==> src/sv/windowed_threshold_duty_regulator_core_macros.svh <==
// Assertion macros for the duty regulator core.
// Included by the modules that carry concurrent assertions; needs a clk and rst in scope.
`ifndef WINDOWED_THRESHOLD_DUTY_REGULATOR_CORE_MACROS_SVH
`define WINDOWED_THRESHOLD_DUTY_REGULATOR_CORE_MACROS_SVH

// Same-cycle implication, checked at every rising edge outside reset.
`define WTDR_ASSERT_SAME(lbl, ante, cons, msg) \
  lbl: assert property (@(posedge clk) disable iff (rst) (ante) |-> (cons)) else $error(msg);

// Next-cycle implication, checked at every rising edge outside reset.
`define WTDR_ASSERT_NEXT(lbl, ante, cons, msg) \
  lbl: assert property (@(posedge clk) disable iff (rst) (ante) |=> (cons)) else $error(msg);

`endif

==> src/sv/wtdr_pkg.sv <==
// Shared types and constants for the windowed threshold duty regulator.
// No dependencies; used by the channel interfaces and the core.
`default_nettype none

package wtdr_pkg;

  localparam int SAMPLE_BITS   = 10;
  localparam int COUNT_BITS    = 20;
  localparam int BAL_BITS      = COUNT_BITS + 1;
  localparam int DUTY_BITS     = 10;
  localparam int GAIN_BITS     = 16;
  localparam int DUTY_MAX      = 1023;
  localparam int CFG_DATA_BITS = 20;
  localparam int CFG_IDX_BITS  = 3;
  // Product of duty in Q.16 plus balance times gain, with room for the sign.
  localparam int TOTAL_BITS    = BAL_BITS + GAIN_BITS + 1;

  typedef logic [SAMPLE_BITS-1:0]   sample_t;
  typedef logic [COUNT_BITS-1:0]    count_t;
  typedef logic signed [BAL_BITS-1:0] balance_t;
  typedef logic [DUTY_BITS-1:0]     duty_t;
  typedef logic [GAIN_BITS-1:0]     gain_t;
  typedef logic [CFG_DATA_BITS-1:0] cfg_data_t;

  typedef enum logic [CFG_IDX_BITS-1:0] {
    REG_LEVEL_THRESHOLD = 3'd0,
    REG_WINDOW_LENGTH   = 3'd1,
    REG_LOOP_GAIN       = 3'd2,
    REG_START_DUTY      = 3'd3
  } cfg_reg_t;

  localparam sample_t RESET_LEVEL_THRESHOLD = 10'd400;
  localparam count_t  RESET_WINDOW_LENGTH   = 20'd300000;
  localparam gain_t   RESET_LOOP_GAIN       = 16'd66;
  localparam duty_t   RESET_START_DUTY      = 10'd511;

endpackage

`default_nettype wire

==> src/sv/wtdr_ifs.sv <==
// Valid/ready channel interfaces for converter samples and duty results.
// Depends on wtdr_pkg for the payload types.
`default_nettype none

interface wtdr_sample_if;
  import wtdr_pkg::*;

  logic    valid;
  logic    ready;
  sample_t adc_sample;

  modport source (output valid, output adc_sample, input ready);
  modport sink (input valid, input adc_sample, output ready);
endinterface

interface wtdr_result_if;
  import wtdr_pkg::*;

  logic     valid;
  logic     ready;
  duty_t    duty_value;
  logic [7:0] duty_upper;
  logic [1:0] duty_lower;
  balance_t window_balance;

  modport source (output valid, output duty_value, output duty_upper, output duty_lower,
                  output window_balance, input ready);
  modport sink (input valid, input duty_value, input duty_upper, input duty_lower,
                input window_balance, output ready);
endinterface

`default_nettype wire

==> src/sv/windowed_threshold_duty_regulator_core.sv <==
// Top level of the windowed threshold duty regulator: sample register, window logic, result register.
// Depends on wtdr_pkg, the channel interfaces in wtdr_ifs.sv and the assertion macro header.
//
// Each accepted converter sample is compared with level_threshold and moves a signed balance
// up or down by one. After window_length samples (zero counts as one) the duty becomes
// floor(duty + balance * loop_gain / 65536), clamped to 0..1023, and one result item carries
// the new duty, its top eight and low two bits, and the finished window's balance. Other
// samples produce no result. An accepted item passes through the sample register, then the
// balance update, the 21 x 17 multiply and the clamp into the result register. A new sample
// is accepted every cycle; the only stall is a window end while the previous result still
// waits downstream. Writing start_duty also loads the duty at once. Configuration must be
// written only while the block is idle; the block itself does not enforce this.
`default_nettype none
`include "windowed_threshold_duty_regulator_core_macros.svh"

module windowed_threshold_duty_regulator_core (
  input  wire logic                             clk,
  input  wire logic                             rst,
  input  wire logic                             cfg_we,
  input  wire logic [wtdr_pkg::CFG_IDX_BITS-1:0] cfg_index,
  input  wire wtdr_pkg::cfg_data_t              cfg_data,
  wtdr_sample_if.sink                           samples,
  wtdr_result_if.source                         results
);
  import wtdr_pkg::*;

  // Configuration registers.
  sample_t level_threshold;
  count_t  window_length;
  gain_t   loop_gain;

  // Window state.
  balance_t balance_count;
  count_t   samples_seen;
  duty_t    duty_level;

  // Sample register.
  logic    s1_valid;
  sample_t s1_sample;

  // Result register.
  logic     out_valid;
  duty_t    out_duty;
  balance_t out_balance;

  balance_t                      balance_next;
  count_t                        seen_next;
  count_t                        win_len;
  logic                          win_end;
  logic                          advance;
  logic signed [TOTAL_BITS-1:0] bal_ext;
  logic signed [TOTAL_BITS-1:0] gain_ext;
  logic signed [TOTAL_BITS-1:0] duty_q;
  logic signed [TOTAL_BITS-1:0] total;
  duty_t                         duty_new;

  always_comb begin
    balance_next = (s1_sample > level_threshold) ? balance_count + BAL_BITS'(1)
                                                 : balance_count - BAL_BITS'(1);
    seen_next    = samples_seen + COUNT_BITS'(1);
    win_len      = (window_length == '0) ? COUNT_BITS'(1) : window_length;
    // A counter that wraps to zero also closes the window.
    win_end      = (seen_next >= win_len) || (seen_next == '0);
    advance      = s1_valid && (!win_end || !out_valid || results.ready);

    bal_ext  = TOTAL_BITS'(balance_next);
    gain_ext = $signed({{(TOTAL_BITS-GAIN_BITS){1'b0}}, loop_gain});
    duty_q   = $signed({{(TOTAL_BITS-DUTY_BITS-16){1'b0}}, duty_level, 16'b0});
    total    = duty_q + bal_ext * gain_ext;

    if (total[TOTAL_BITS-1]) begin
      duty_new = '0;
    end else if (total[TOTAL_BITS-2:16] > (TOTAL_BITS-17)'(DUTY_MAX)) begin
      duty_new = DUTY_BITS'(DUTY_MAX);
    end else begin
      duty_new = total[DUTY_BITS+15:16];
    end
  end

  assign samples.ready          = !s1_valid || advance;
  assign results.valid          = out_valid;
  assign results.duty_value     = out_duty;
  assign results.duty_upper     = out_duty[DUTY_BITS-1:DUTY_BITS-8];
  assign results.duty_lower     = out_duty[1:0];
  assign results.window_balance = out_balance;

  always_ff @(posedge clk) begin
    if (rst) begin
      level_threshold <= RESET_LEVEL_THRESHOLD;
      window_length   <= RESET_WINDOW_LENGTH;
      loop_gain       <= RESET_LOOP_GAIN;
      balance_count   <= '0;
      samples_seen    <= '0;
      duty_level      <= RESET_START_DUTY;
      s1_valid        <= 1'b0;
      out_valid       <= 1'b0;
    end else begin
      if (samples.ready) begin
        s1_valid <= samples.valid;
      end

      if (advance) begin
        if (win_end) begin
          balance_count <= '0;
          samples_seen  <= '0;
          duty_level    <= duty_new;
        end else begin
          balance_count <= balance_next;
          samples_seen  <= seen_next;
        end
      end

      if (advance && win_end) begin
        out_valid <= 1'b1;
      end else if (results.ready) begin
        out_valid <= 1'b0;
      end

      // User writes only while idle (unenforced); else the preset load can collide with a window end.
      if (cfg_we) begin
        case (cfg_reg_t'(cfg_index))
          REG_LEVEL_THRESHOLD: level_threshold <= cfg_data[SAMPLE_BITS-1:0];
          REG_WINDOW_LENGTH:   window_length   <= cfg_data[COUNT_BITS-1:0];
          REG_LOOP_GAIN:       loop_gain       <= cfg_data[GAIN_BITS-1:0];
          REG_START_DUTY:      duty_level      <= cfg_data[DUTY_BITS-1:0];
          default: ;
        endcase
      end
    end
  end

  always_ff @(posedge clk) begin
    if (samples.valid && samples.ready) begin
      s1_sample <= samples.adc_sample;
    end
    if (advance && win_end) begin
      out_duty    <= duty_new;
      out_balance <= balance_next;
    end
  end

  `WTDR_ASSERT_SAME(a_balance_bounded, 1'b1,
    (balance_count <= $signed({1'b0, samples_seen})) &&
    (balance_count >= -$signed({1'b0, samples_seen})),
    "balance magnitude exceeds the number of samples in the window")

  `WTDR_ASSERT_NEXT(a_window_restart, advance && win_end,
    (balance_count == '0) && (samples_seen == '0),
    "window state not cleared after a window end")

  `WTDR_ASSERT_NEXT(a_result_loaded, advance && win_end,
    out_valid && (out_balance == $past(balance_next)) && (out_duty == duty_level),
    "result register does not hold the finished window")

endmodule

`default_nettype wire
==> src/flat_wrapper.sv <==
// flat-port wrapper written by rule: the top's interface ports become plain ports
module windowed_threshold_duty_regulator_core_flat import wtdr_pkg::*;
  (clk, rst, cfg_we, cfg_index, cfg_data, samples_valid, samples_adc_sample, samples_ready, results_valid, results_duty_value, results_duty_upper, results_duty_lower, results_window_balance, results_ready);
  wtdr_sample_if samples_i ();
  wtdr_result_if results_i ();
  input  wire logic clk;
  input  wire logic rst;
  input  wire logic cfg_we;
  input  wire logic [wtdr_pkg::CFG_IDX_BITS-1:0] cfg_index;
  input  wire wtdr_pkg::cfg_data_t cfg_data;
  input wire logic [$bits(samples_i.valid)-1:0] samples_valid;
  input wire logic [$bits(samples_i.adc_sample)-1:0] samples_adc_sample;
  output wire logic [$bits(samples_i.ready)-1:0] samples_ready;
  output wire logic [$bits(results_i.valid)-1:0] results_valid;
  output wire logic [$bits(results_i.duty_value)-1:0] results_duty_value;
  output wire logic [$bits(results_i.duty_upper)-1:0] results_duty_upper;
  output wire logic [$bits(results_i.duty_lower)-1:0] results_duty_lower;
  output wire logic [$bits(results_i.window_balance)-1:0] results_window_balance;
  input wire logic [$bits(results_i.ready)-1:0] results_ready;
  assign samples_i.valid = samples_valid;
  assign samples_i.adc_sample = samples_adc_sample;
  assign samples_ready = samples_i.ready;
  assign results_valid = results_i.valid;
  assign results_duty_value = results_i.duty_value;
  assign results_duty_upper = results_i.duty_upper;
  assign results_duty_lower = results_i.duty_lower;
  assign results_window_balance = results_i.window_balance;
  assign results_i.ready = results_ready;
  windowed_threshold_duty_regulator_core u_core (.clk(clk), .rst(rst), .cfg_we(cfg_we), .cfg_index(cfg_index), .cfg_data(cfg_data), .samples(samples_i), .results(results_i));
endmodule
==> config.mk <==
export PLATFORM = sky130hd
export DESIGN_NAME = windowed_threshold_duty_regulator_core_flat
export DESIGN_NICKNAME = d
export VERILOG_FILES = /design/src/sv/wtdr_pkg.sv /design/src/sv/wtdr_ifs.sv /design/src/sv/windowed_threshold_duty_regulator_core.sv /design/src/flat_wrapper.sv
export VERILOG_INCLUDE_DIRS = /design/src /design/src/sv
export SDC_FILE = /design/constraint.sdc
export NUM_CORES = 1
export LEC_CHECK = 0
export CORE_UTILIZATION = 50
export DETAILED_ROUTE_END_ITERATION = 8
export DONT_BUFFER_PORTS = 1
export GPL_TIMING_DRIVEN = 0
export SETUP_SLACK_MARGIN = 0.1
export SYNTH_ARGS = -nofsm -noshare
export SYNTH_HDL_FRONTEND = slang
export SYNTH_SLANG_ARGS = --single-unit
==> constraint.sdc <==
create_clock -name clk -period 20.5 [get_ports clk]
set_clock_uncertainty 0.1 [all_clocks]
set_input_delay 1.025 -clock clk [delete_from_list [all_inputs] [get_ports clk]]
set_output_delay 1.025 -clock clk [all_outputs]
set_load 0.05 [all_outputs]
Word-level counts from Yosys, hierarchy flattened
Index checks and enable logic that the tools add are counted.

storage, ports and cells
  register bits after elaboration = 140
  word-level logic and storage cells = 51

cells by class
  $add $sub $neg = 4
  equal/unequal tests = 3
  mux-type cells = 12
  $lt $le $gt $ge = 3
  reductions and logical operators = 17
  multiply operators = 1

operators by type and width
  operator               number
  $mux 10                6
  $mux 21                2
  $logic_not 20->1       2
  $mux 20                2
  $add 27x38->38         1
  $mul 21x17->38         1
  $add 21x2->21 const B  1
  $gt 21x10->1 const B   1
  $sub 21x2->21 const B  1
  $add 20x1->20 const B  1
  $ge 20x20->1           1
  $gt 10x10->1           1
  $eq 3x2->1 const B     2
  $reduce_and 2->1       3
  $logic_or 1x1->1       4
  $eq 3x1->1 const B     1
  $logic_and 1x1->1      3
  $logic_not 1->1        3
  $logic_not 3->1        1
  $mux 1                 2
  $reduce_bool 2->1      1

Longest topological paths before layout
Gate-level depths: netlist of run 1.

  depth in word-level cells = 11
  mapped depth = 43

Worst setup path before layout of run 1
OpenSTA, ideal clock, no wires.

  kind = reg2reg
  start = register u_core.s1_sample[1]
  end = register u_core.out_duty[9] (netlist: u_core.results.duty_value[9]) (data pin)
  arrival = 11.681 ns
  slack = 8.453 ns
  cell stages (with the launch flop) = 41
  library setup time = 0.266 ns
  cell sequence = edfxtp_1 > ha_1 > nor2b_1 > o21a_1 > o21a_1 > o211ai_1 > a31oi_1 > o21ai_0 > ha_1 > a21oi_1 > a21oi_1 > a311oi_1 > a211oi_1 > o211ai_1 > a21boi_0 > o21a_1 > o21ai_1 > clkbuf_1 > [... 5 more ...] > xnor2_1 > xnor2_1 > fa_1 > fa_1 > inv_1 > fa_1 > inv_1 > ha_1 > clkbuf_1 > a21oi_1 > o21ai_1 > a2111o_1 > a221oi_1 > a21oi_1 > nor3_1 > o2111ai_1 > o41ai_1 > inv_1

between the ends
  cells in the longest elaborated chain, start to end = 7

RTL lines
  item                          RTL line                                       RTL
  from (decl)                   windowed_threshold_duty_regulator_core.sv:39   sample_t s1_sample;
  from (signal assigned)        windowed_threshold_duty_regulator_core.sv:134  s1_sample <= samples.adc_sample;
  $gt 10x10->1 *                windowed_threshold_duty_regulator_core.sv:58   balance_next = (s1_sample > level_threshold) ? balance_count + BAL_BITS'(1)
  $mux 21 *                     windowed_threshold_duty_regulator_core.sv:58
  $mul 21x17->38 *              windowed_threshold_duty_regulator_core.sv:69   total = duty_q + bal_ext * gain_ext;
  $add 27x38->38 *              windowed_threshold_duty_regulator_core.sv:69
  $gt 21x10->1                  windowed_threshold_duty_regulator_core.sv:73   end else if (total[TOTAL_BITS-2:16] > (TOTAL_BITS-17)'(DUTY_MAX)) begin
  $mux 10                       windowed_threshold_duty_regulator_core.sv:73
  $mux 10 *                     windowed_threshold_duty_regulator_core.sv:71   if (total[TOTAL_BITS-1]) begin
  named net u_core.duty_new[9]  windowed_threshold_duty_regulator_core.sv:55   duty_t duty_new;
  to (signal assigned)          windowed_threshold_duty_regulator_core.sv:137  out_duty <= duty_new;
  to (decl)                     windowed_threshold_duty_regulator_core.sv:43   duty_t out_duty;

The timed path passes the listed nets; every way through them passes the cells marked *.
A chain may end at the register's enable or synchronous reset.

Final worst setup path of run 1
  start = register u_core.s1_sample[1]
  end = register u_core.out_duty[2] (netlist: u_core.results.duty_value[2]) (data pin)

The elaborated chain is that of the path after synthesis.

==> results of run 1 <==
layer usage:
metal	part of all wire, %	GRT usage, %	vias to the layer above	wire length (um)
met2	48	48.3	455	28000
li1	-	-	7385	-
met4	2.9	9.68	2	1720
met1	43	39.5	8115	25100
met5	0.027	0	-	16
met3	6.4	5.51	80	3750
worst max-delay path: cells and delay by family (launching register included):
family	cells	cell delay [ps]
DFF	1	370
and+or+nand+nor	5	1760
buffers and inverters	7	1410
xor gates and xnor gates	2	930
adders and majority gates	8	3690
AOI/OAI and AO/OA	19	5160
how the worst max path moves through the flow:
stage,slack (ps),start,to
floorplan,8450,u_core.s1_sample[1]$_DFFE_PP_,u_core.results.duty_value[9]$_DFFE_PP_
global placement,5430,u_core.s1_sample[1]$_DFFE_PP_,u_core.results.duty_value[0]$_DFFE_PP_
detailed placement,7120,u_core.s1_sample[1]$_DFFE_PP_,u_core.results.duty_value[2]$_DFFE_PP_
CTS,7020,u_core.s1_sample[1]$_DFFE_PP_,u_core.results.duty_value[2]$_DFFE_PP_
global route,6040,u_core.s1_sample[1]$_DFFE_PP_,u_core.results.duty_value[2]$_DFFE_PP_
finish,6770,u_core.s1_sample[1]$_DFFE_PP_,u_core.results.duty_value[2]$_DFFE_PP_
power by group through the flow:
stage	Sequential, W	Clock (W)	Combinational, W
5_1_grt	0.000336	0.000327	0.00320
2_1_floorplan	0.000338	0	0.00204
6_report	0.000336	0.000313	0.00285
3_3_place_gp	0.000341	0	0.00274
3_5_place_dp	0.000341	0	0.00277
4_1_cts	0.000335	0.000317	0.00281
final cells by class:
type,instances,area (um^2)
tap,532,666
clock buffer,22,485
multi-input combinational,1594,15100
fill,3859,18900
inverter,486,1820
sequential,140,3210
clock inverter,10,75.1
timing repair buffer,2,22.5
buffer,117,510
per-stage QoR:
stage / hold WS [ps] / area (um^2) / cells / setup slack, ps / total power (W)
after floorplan: 336 / 20700 / 2337 / 8450 / 0.00238
after global placement: 345 / 21300 / 2869 / 5430 / 0.00308
after detailed placement: 348 / 21400 / 2871 / 7120 / 0.00311
after CTS: 360 / 21900 / 2903 / 7020 / 0.00346
after global routing: 377 / 21900 / 2903 / 6040 / 0.00386
final: 361 / 21900 / 2903 / 6770 / 0.00350
cells by family (layout without fill, tap and decap cells):
kind of cell,Yosys count,in the layout,synth area share [%]
buffers and inverters,603,637,11.3
muxes,2,2,0.0969
adders and majority gates,503,503,42.7
DFF,140,140,15.6
and+or+nand+nor,692,692,17.1
xor gates and xnor gates,68,68,2.88
AOI/OAI and AO/OA,329,329,10.4
flip-flops by register name, indices dropped and copies added (netlist names):
register / count
u_core.results.duty_value: 10
u_core.loop_gain: 16
u_core.level_threshold: 10
u_core.balance_count: 21
u_core.results.valid: 1
u_core.duty_level: 10
u_core.samples_seen: 20
u_core.s1_sample: 10
u_core.window_length: 20
u_core.results.window_balance: 21
u_core.s1_valid: 1
cell usage after synthesis, drive strengths merged (10+ instances only):
master    n  share of area [%]
o211ai   30                1.3
nand2   280                5.1
o21ai    62                1.5
a211oi   14               0.51
o21a     16               0.58
and3     28               0.85
and2    172                5.2
nor4     23               0.77
buf      20               0.71
a21oi   124                3.0
fa      339                 33
clkbuf   97                1.8
nor2     39               0.72
nand3    54                1.3
ha      159                9.6
a21o     23               0.84
nor3     18               0.49
edfxtp   41                6.0
xor2     19               0.81
nand4    14               0.45
inv     485                8.8
dfxtp    99                9.6
xnor2    49                2.1
nor2b    29               0.88
nand2b   10               0.30
==> metrics.yaml, run 1 <==
global_routing:
  gr-total-overflow: 0
  grt_pass1_wl_mm: 92.6
  grt_max_degree: 33
  antenna_found_initial: 2
  grt_pass1_vias: 16200
  track_usage_pct: 29.6
place:
  globalplace.congestion: 0.925
  dp_hpwl_mm: 48.2
  numPortBuffers: 0
cts:
  cts.sinks: 140
  postCtsSetupBuffers: 0
  clk_pin_slew_ps: 60
  cts-buffers-inserted: 17
  worstSkewPairLatency_ps: 480
  clock_path_buffers: 2
  hold_buffers: 0
  ctsResizeCount: 0
  h-tree-depth: 4
  cts-root-buf: "clkbuf_16"
  cts_tree: "done"
worst_setup_path:
  worstReg2RegStart: "u_core.s1_sample[1]$_DFFE_PP_"
  reg2reg_to: "u_core.results.duty_value[2]$_DFFE_PP_"
  reg2reg_slack_ps: 6770
  r2r_cells: 41
  slowest_stage: "nor4_1"
  crit_required_ps: 20570
  cp-start-kind: "flip-flop"
  slowest_delay_ps: 940
  critPathArrivalTime_ps: 13800
  critPathCaptureType: "flip-flop"
  cpMostUsedCell: "fa_1"
  path_max_fanout: 15
  path_class: "flip-flop to flip-flop"
timing:
  max_freq_mhz: 72.9
  period_minus_slack_ps: 13730
  max_slew.worst_pin.slew_ps: 1420
  slew_headroom_pct: 4.73
  setup_tns_ps: 0
  rsz0062_at_grt: "no"
  maxSlewViolCount: 0
  finalCritPeriodShare_pct: 67.0
  finalSetupViolCount: 0
  hold_viol_final: 0
worst_hold_path:
  min_to: "u_core.level_threshold[2]$_SDFFE_PP0P_"
  worstHoldStart: "u_core.level_threshold[2]$_SDFFE_PP0P_"
  hold_path_class: "flip-flop to flip-flop"
  hold_depth: 2
finish:
  final_cell_mix: "484 x inv_1, 339 x fa_1, 280 x nand2_1"
  nets: 2894
  final_common_cell: "inv_1"
  finish.utilization_pct: 53.7
  area_growth_pct: 6.09
  drive_gt1_share_pct: 3.25
  num_antenna_cells: 0
routing:
  drc: 0
  num_vias: 16000
  antenna_left: 0
  drtIter0Drc: 1169
  wl_per_cell_um: 20.2
  firstDrtPassIters: 6
  routed_via_density: 5.52
  wirelength_mm: 58.6
die:
  start_util_pct: 50.6
  core_um2: 40800
  ios: 81
  die_w_um: 205
  dieArea_um2: 42100
  rows: 74
  die_y_um: 205
pwr:
  ir_drop_uv: 181
  internal_power_w: 0.00153
  switching_power_w: 0.00197
  p_leak_nw: 10.4
  switching_share_pct: 56.2
  p_clk_share_pct: 8.9
  powerDensity_nw_per_um2: 160
  combPwrFrac_pct: 81.5
  seqPwrFrac_pct: 9.6
logic_synthesis:
  avgSynthCellArea_um2: 8.84
  yosys_register_bits: 140
  ys_types: 70
  synth_area_um2: 20700
  synthCells: 2337
  synth_seq_area_share_pct: 15.6
  yosys_warnings: 0
  syn_nets: 2873
  synthFlopType: "dfxtp_1"
  synth-edff-count: 41
  async_reset_ff_share_pct: 0
flow_run:
  maxCapViolCount: 0
outcome:
  status: "finished, final reports clean"
Power figures use the tool's default switching activity.
==> run 2, diff against run 1 <==
ABC_AREA = 1   (was not set)
clock period = 12.99 ns   (was 20.5 ns; I/O delays follow)
==> run 2 against run 1 <==
Die area grew 0.41%; critical path type unchanged; cell count up 12%; highest routed layer is now met4; utilization up 0.23 points; sequential power is 61% higher; setup slack worse by 5300 ps; largest power group unchanged.
==> metrics.yaml, run 2 <==
cts:
  clk_pin_slew_ps: 70  # about the same
  cts_tree: "done"
  cts-root-buf: "clkbuf_16"
  hold_buffers: 0  # unchanged
  worstSkewPairLatency_ps: 480  # about the same
  clock_path_buffers: 2  # unchanged
  h-tree-depth: 4  # unchanged
  postCtsSetupBuffers: 0  # unchanged
  cts.sinks: 140  # unchanged
  cts-buffers-inserted: 17  # unchanged
  ctsResizeCount: 0  # unchanged
finish:
  final_common_cell: "inv_1"
  area_growth_pct: 6.10  # about the same
  drive_gt1_share_pct: 3.96  # +0.71 points
  finish.utilization_pct: 53.9  # +0.23 points
  nets: 3228  # +12%
  stdcell_area_um2: 22000  # +0.42%
  final_cell_mix: "654 x inv_1, 552 x nand2_1, 339 x fa_1"
worst_setup_path:
  r2r_cells: 42  # +2.4%
  cpMostUsedCell: "nand2_1"
  slowest_stage: "xor2_1"
  slowest_delay_ps: 970  # +30 ps
  cp-start-kind: "flip-flop"
  critPathCaptureType: "flip-flop"
  crit_required_ps: 13250  # -7320 ps
  path_max_fanout: 10  # -5
  path_class: "flip-flop to flip-flop"
  crit_buf_inv: 8  # +1
  path_depth: 42  # +2.4%
  critical-path-top-delay-family: "adder cells"
  critPathArrivalTime_ps: 11820  # -1980 ps
die:
  start_util_pct: 50.8  # +0.21 points
  rows: 74  # unchanged
  die_y_um: 206  # +0.20%
  dieArea_um2: 42300  # +0.41%
  ios: 81  # unchanged
  core_um2: 40800  # unchanged
  die_w_um: 206  # +0.20%
routing:
  antenna_left: 0  # unchanged
  drtIter0Drc: 1257  # +7.5%
  firstDrtPassIters: 6  # unchanged
  wl_per_cell_um: 18.5  # -8.4%
  num_vias: 17100  # +6.6%
  routed_via_density: 5.28  # -4.4%
  drc: 0  # unchanged
  wirelength_mm: 59.9  # +2.1%
timing:
  max_slew.worst_pin.slew_ps: 1260  # -158 ps
  finalCritPeriodShare_pct: 88.9  # +22 points
  max_freq_mhz: 86.6  # +19%
  slew_headroom_pct: 15.7  # +11 points
  worst_hold_slack_ps: 171  # -189 ps
  finalSetupViolCount: 0  # unchanged
  hold_viol_final: 0  # unchanged
  setup_tns_ps: 0  # unchanged
  rsz0062_at_grt: "no"
  maxSlewViolCount: 0  # unchanged
  period_minus_slack_ps: 11550  # -2170 ps
pwr:
  internal_power_w: 0.00247  # +61%
  ir_drop_uv: 273  # +51%
  p_clk_share_pct: 8.4  # -0.5 points
  seqPwrFrac_pct: 9.0  # -0.6 points
  switching_share_pct: 59.1  # +2.9 points
  p_leak_nw: 11.4  # +9.4%
  powerDensity_nw_per_um2: 274  # +72%
  combPwrFrac_pct: 82.6  # +1.1 points
  switching_power_w: 0.00356  # +81%
place:
  numPortBuffers: 0  # unchanged
  place_area_um2: 21400  # +0.36%
  dp_hpwl_mm: 50.3  # +4.3%
  globalplace.congestion: 0.966  # +4.5%
global_routing:
  track_usage_pct: 30.6  # +1.1 points
  grt_pass1_vias: 17700  # +9.1%
  antenna_found_initial: 0  # -2
  grt_max_degree: 41  # +24%
  gr-total-overflow: 0  # unchanged
  grt_pass1_wl_mm: 95.9  # +3.5%
logic_synthesis:
  syn_nets: 3207  # +12%
  synth_seq_area_share_pct: 15.5  # -0.064 points
  yosys_warnings: 0  # unchanged
  yosys_register_bits: 140  # unchanged
  synth_commonest_cells: "654 x inv_1, 552 x nand2_1, 339 x fa_1, 256 x nor2_1, 159 x ha_1"
  avgSynthCellArea_um2: 7.77  # -12%
  synth_top_cell_area_share_pct: 32.7  # -0.13 points
  synth-edff-count: 41  # unchanged
  synth_area_um2: 20700  # +0.41%
  async_reset_ff_share_pct: 0  # unchanged
  ys_types: 47  # -33%
  synthFlopType: "dfxtp_1"
  yosys-top-cells-area: "fa_1 33%, inv_1 12%, nand2_1 10%"
  yosysMostFrequentCell: "inv_1"
  synth_largest_area_cell: "fa_1"
  synthCells: 2671  # +14%
flow_run:
  maxCapViolCount: 0  # unchanged
outcome:
  status: "finished, final reports clean"
worst_hold_path:
  hold_path_class: "primary input to flip-flop"
  hold_depth: 0  # -2
==> run 2: cell type report <==
type | count | area [um^2]
Antenna cell | 1 | 2.50
Buffer | 81 | 383
Clock buffer | 20 | 479
Clock inverter | 12 | 95.1
Fill cell | 4043 | 18800
Inverter | 677 | 2540
Multi-Input combinational cell | 1773 | 14600
Sequential cell | 140 | 3210
Tap cell | 532 | 666
Timing Repair Buffer | 2 | 15.0
==> run 2: final timing paths <==
check,start,to,slack [ps]
max,u_core.s1_sample[5]$_DFFE_PP_,u_core.duty_level[0]$_SDFF_PP1_,1440
min reg2reg,u_core.level_threshold[6]$_SDFFE_PP0P_,u_core.level_threshold[6]$_SDFFE_PP0P_,370
min,samples_adc_sample[8],u_core.s1_sample[8]$_DFFE_PP_,170
max reg2reg,u_core.s1_sample[5]$_DFFE_PP_,u_core.duty_level[0]$_SDFF_PP1_,1440
==> run 2: metrics by stage <==
stage / worst slack [ps] / total power, W / instances
finish: 1440 / 0.00604 / 3238
global route: 812 / 0.00680 / 3237
CTS: 1590 / 0.00602 / 3237
detailed placement: 1640 / 0.00546 / 3205
global placement: -965 / 0.00547 / 3203
floorplan: 2160 / 0.00412 / 2671
==> run 2: logic make-up after synthesis <==
| kind of cell | count (synthesis) | synth area share, % |
|---|---|---|
| xor gates and xnor gates | 54 | 2.32 |
| buffers and inverters | 758 | 14.1 |
| AOI/OAI and AO/OA | 285 | 7.67 |
| DFF | 140 | 15.5 |
| adders and majority gates | 498 | 42.3 |
| and+or+nand+nor | 936 | 18.1 |
==> run 2: power groups by stage <==
stage / clock network, W / registers (W) / logic [W]
floorplan: 0 / 0.000547 / 0.00358
global placement: 0 / 0.000550 / 0.00492
detailed placement: 0 / 0.000550 / 0.00491
CTS: 0.000524 / 0.000541 / 0.00495
global route: 0.000535 / 0.000542 / 0.00572
finish: 0.000510 / 0.000541 / 0.00498
==> run 2: layer usage <==
layer  wire (um)  up-vias  GRT usage [%]  part of all wire [%]
met5           0        -              0                     0
met1       24600     8366           38.6                    41
met2       28100      608           50.9                    47
met4        2390        0           11.8                   4.0
li1            -     7998              -                     -
met3        4790      120           6.89                   8.0
==> run 3, diff against run 2 <==
MAX_ROUTING_LAYER = met4   (was not set)
==> run 3 against run 2 <==
Utilization rose by 0.092 points; count of clock-buffer cells in the layout fell by 3; critical path depth did not move; register-to-register slack got worse by 140 ps; design area rose by 0.17%; non-clock buffer count did not move; setup slack got worse by 140 ps; via count fell by 0.49%; cell count barely moved; worst hold slack got worse by 25 ps; fmax fell by 1.2%; critical path type unchanged.
==> metrics.yaml, run 3 (synthesis results as in run 2) <==
outcome:
  status: "finished, final reports clean"
global_routing:
  antenna_found_initial: 0  # unchanged
  track_usage_pct: 32.8  # +2.2 points
  grt_max_degree: 41  # unchanged
  grt_pass1_wl_mm: 99.0  # +3.3%
  grt_pass1_vias: 17500  # -0.85%
  gr-total-overflow: 0  # unchanged
worst_setup_path:
  cp-start-kind: "flip-flop"
  critPathArrivalTime_ps: 11980  # +160 ps
  slowest_delay_ps: 1000  # +30 ps
  crit_required_ps: 13280  # +30 ps
  path_class: "flip-flop to flip-flop"
  path_max_fanout: 10  # unchanged
  cpMostUsedCell: "nand2_1"
  slowest_stage: "xor2_1"
  critPathCaptureType: "flip-flop"
timing:
  maxSlewViolCount: 0  # unchanged
  period_minus_slack_ps: 11690  # +139 ps
  max_slew.worst_pin.slew_ps: 1340  # +78.5 ps
  max_freq_mhz: 85.5  # -1.2%
  rsz0062_at_grt: "no"
  finalSetupViolCount: 0  # unchanged
  hold_viol_final: 0  # unchanged
  slew_headroom_pct: 10.4  # -5.2 points
  finalCritPeriodShare_pct: 90.0  # +1.1 points
cts:
  ctsResizeCount: 0  # unchanged
  cts-root-buf: "clkbuf_16"
  hold_buffers: 0  # unchanged
  clk_pin_slew_ps: 70  # about the same
  h-tree-depth: 4  # unchanged
  worstSkewPairLatency_ps: 500  # +20 ps
  cts.sinks: 140  # unchanged
  cts_tree: "done"
  clock_path_buffers: 2  # unchanged
  cts-buffers-inserted: 17  # unchanged
  postCtsSetupBuffers: 0  # unchanged
routing:
  wirelength_mm: 62.6  # +4.5%
  antenna_left: 0  # unchanged
  num_vias: 17000  # -0.49%
  routed_via_density: 5.25  # -0.46%
  firstDrtPassIters: 7  # +1
  wl_per_cell_um: 19.3  # +4.5%
  drc: 0  # unchanged
  drtIter0Drc: 1237  # -1.6%
place:
  numPortBuffers: 0  # unchanged
  placedCellCount: 3205  # unchanged
  dp_hpwl_mm: 52.5  # +4.5%
  globalplace.congestion: 0.973  # +0.73%
die:
  ios: 81  # unchanged
  dieArea_um2: 42300  # unchanged
  rows: 74  # unchanged
  start_util_pct: 50.8  # unchanged
  die_y_um: 206  # unchanged
  die_w_um: 206  # unchanged
  core_um2: 40800  # unchanged
finish:
  area_growth_pct: 6.28
  drive_gt1_share_pct: 3.99  # +0.037 points
  num_antenna_cells: 0  # -1
  nets: 3228  # unchanged
  final_common_cell: "inv_1"
  final_cell_mix: "654 x inv_1, 552 x nand2_1, 339 x fa_1"
  final_cells: 3237  # -0.031%
flow_run:
  maxCapViolCount: 0  # unchanged
worst_hold_path:
  hold_path_class: "primary input to flip-flop"
==> run 3: path summary, 6_finish.rpt <==
path	start	to	slack (ps)	cells past startpoint
max	u_core.s1_sample[4]$_DFFE_PP_	u_core.duty_level[0]$_SDFF_PP1_	1300	42
min	samples_adc_sample[8]	u_core.s1_sample[8]$_DFFE_PP_	150	0
max reg2reg	u_core.s1_sample[4]$_DFFE_PP_	u_core.duty_level[0]$_SDFF_PP1_	1300	42
min reg2reg	u_core.balance_count[11]$_SDFFE_PP0P_	u_core.balance_count[11]$_SDFFE_PP0P_	370	2
==> run 3: layout make-up <==
| class | count | area, um^2 |
|---|---|---|
| Timing Repair Buffer | 2 | 15.0 |
| Buffer | 81 | 383 |
| Sequential cell | 140 | 3210 |
| Clock inverter | 15 | 189 |
| Inverter | 677 | 2540 |
| Clock buffer | 17 | 425 |
| Fill cell | 4059 | 18800 |
| Multi-Input combinational cell | 1773 | 14600 |
| Tap cell | 532 | 666 |
==> run 3: worst max-delay path: cells and delay by family (launching register included) <==
family	cells	cell delay [ps]
adder cells (fa/ha/maj)	8	3750
AND/OR/NAND/NOR	17	2360
AO/OA/AOI/OAI	6	1870
buffers and inverters	8	1700
XOR/XNOR	3	1410
flip-flops	1	390
==> run 3: through the flow <==
stage          hold WS [ps]  cell area [um^2]  utilization (%)  setup TNS (ps)  worst slack [ps]
2_1_floorplan           333             20700                -               0              2160
3_3_place_gp            353             21400             52.4          -21090             -1170
3_5_place_dp            361             21400             52.5               0              1480
4_1_cts                 127             22000             54.0               0              1430
5_1_grt                 130             22000             54.0               0               538
6_report                146             22000             54.0               0              1300
==> run 3: metal layers <==
| metal | wire (um) | share of wire, % | GRT usage [%] | up-vias |
|---|---|---|---|---|
| met5 | 0 | 0 | - | - |
| met4 | 1760 | 2.8 | 10.1 | 0 |
| met3 | 4120 | 6.6 | 6.19 | 84 |
| met2 | 29500 | 47 | 52.3 | 495 |
| met1 | 27200 | 43 | 42.3 | 8430 |
| li1 | - | - | - | 7999 |
Power of run 3 is left out: the tool's default activity adds up to more than one toggle a clock period on the data nets, which glitch-free logic cannot reach.
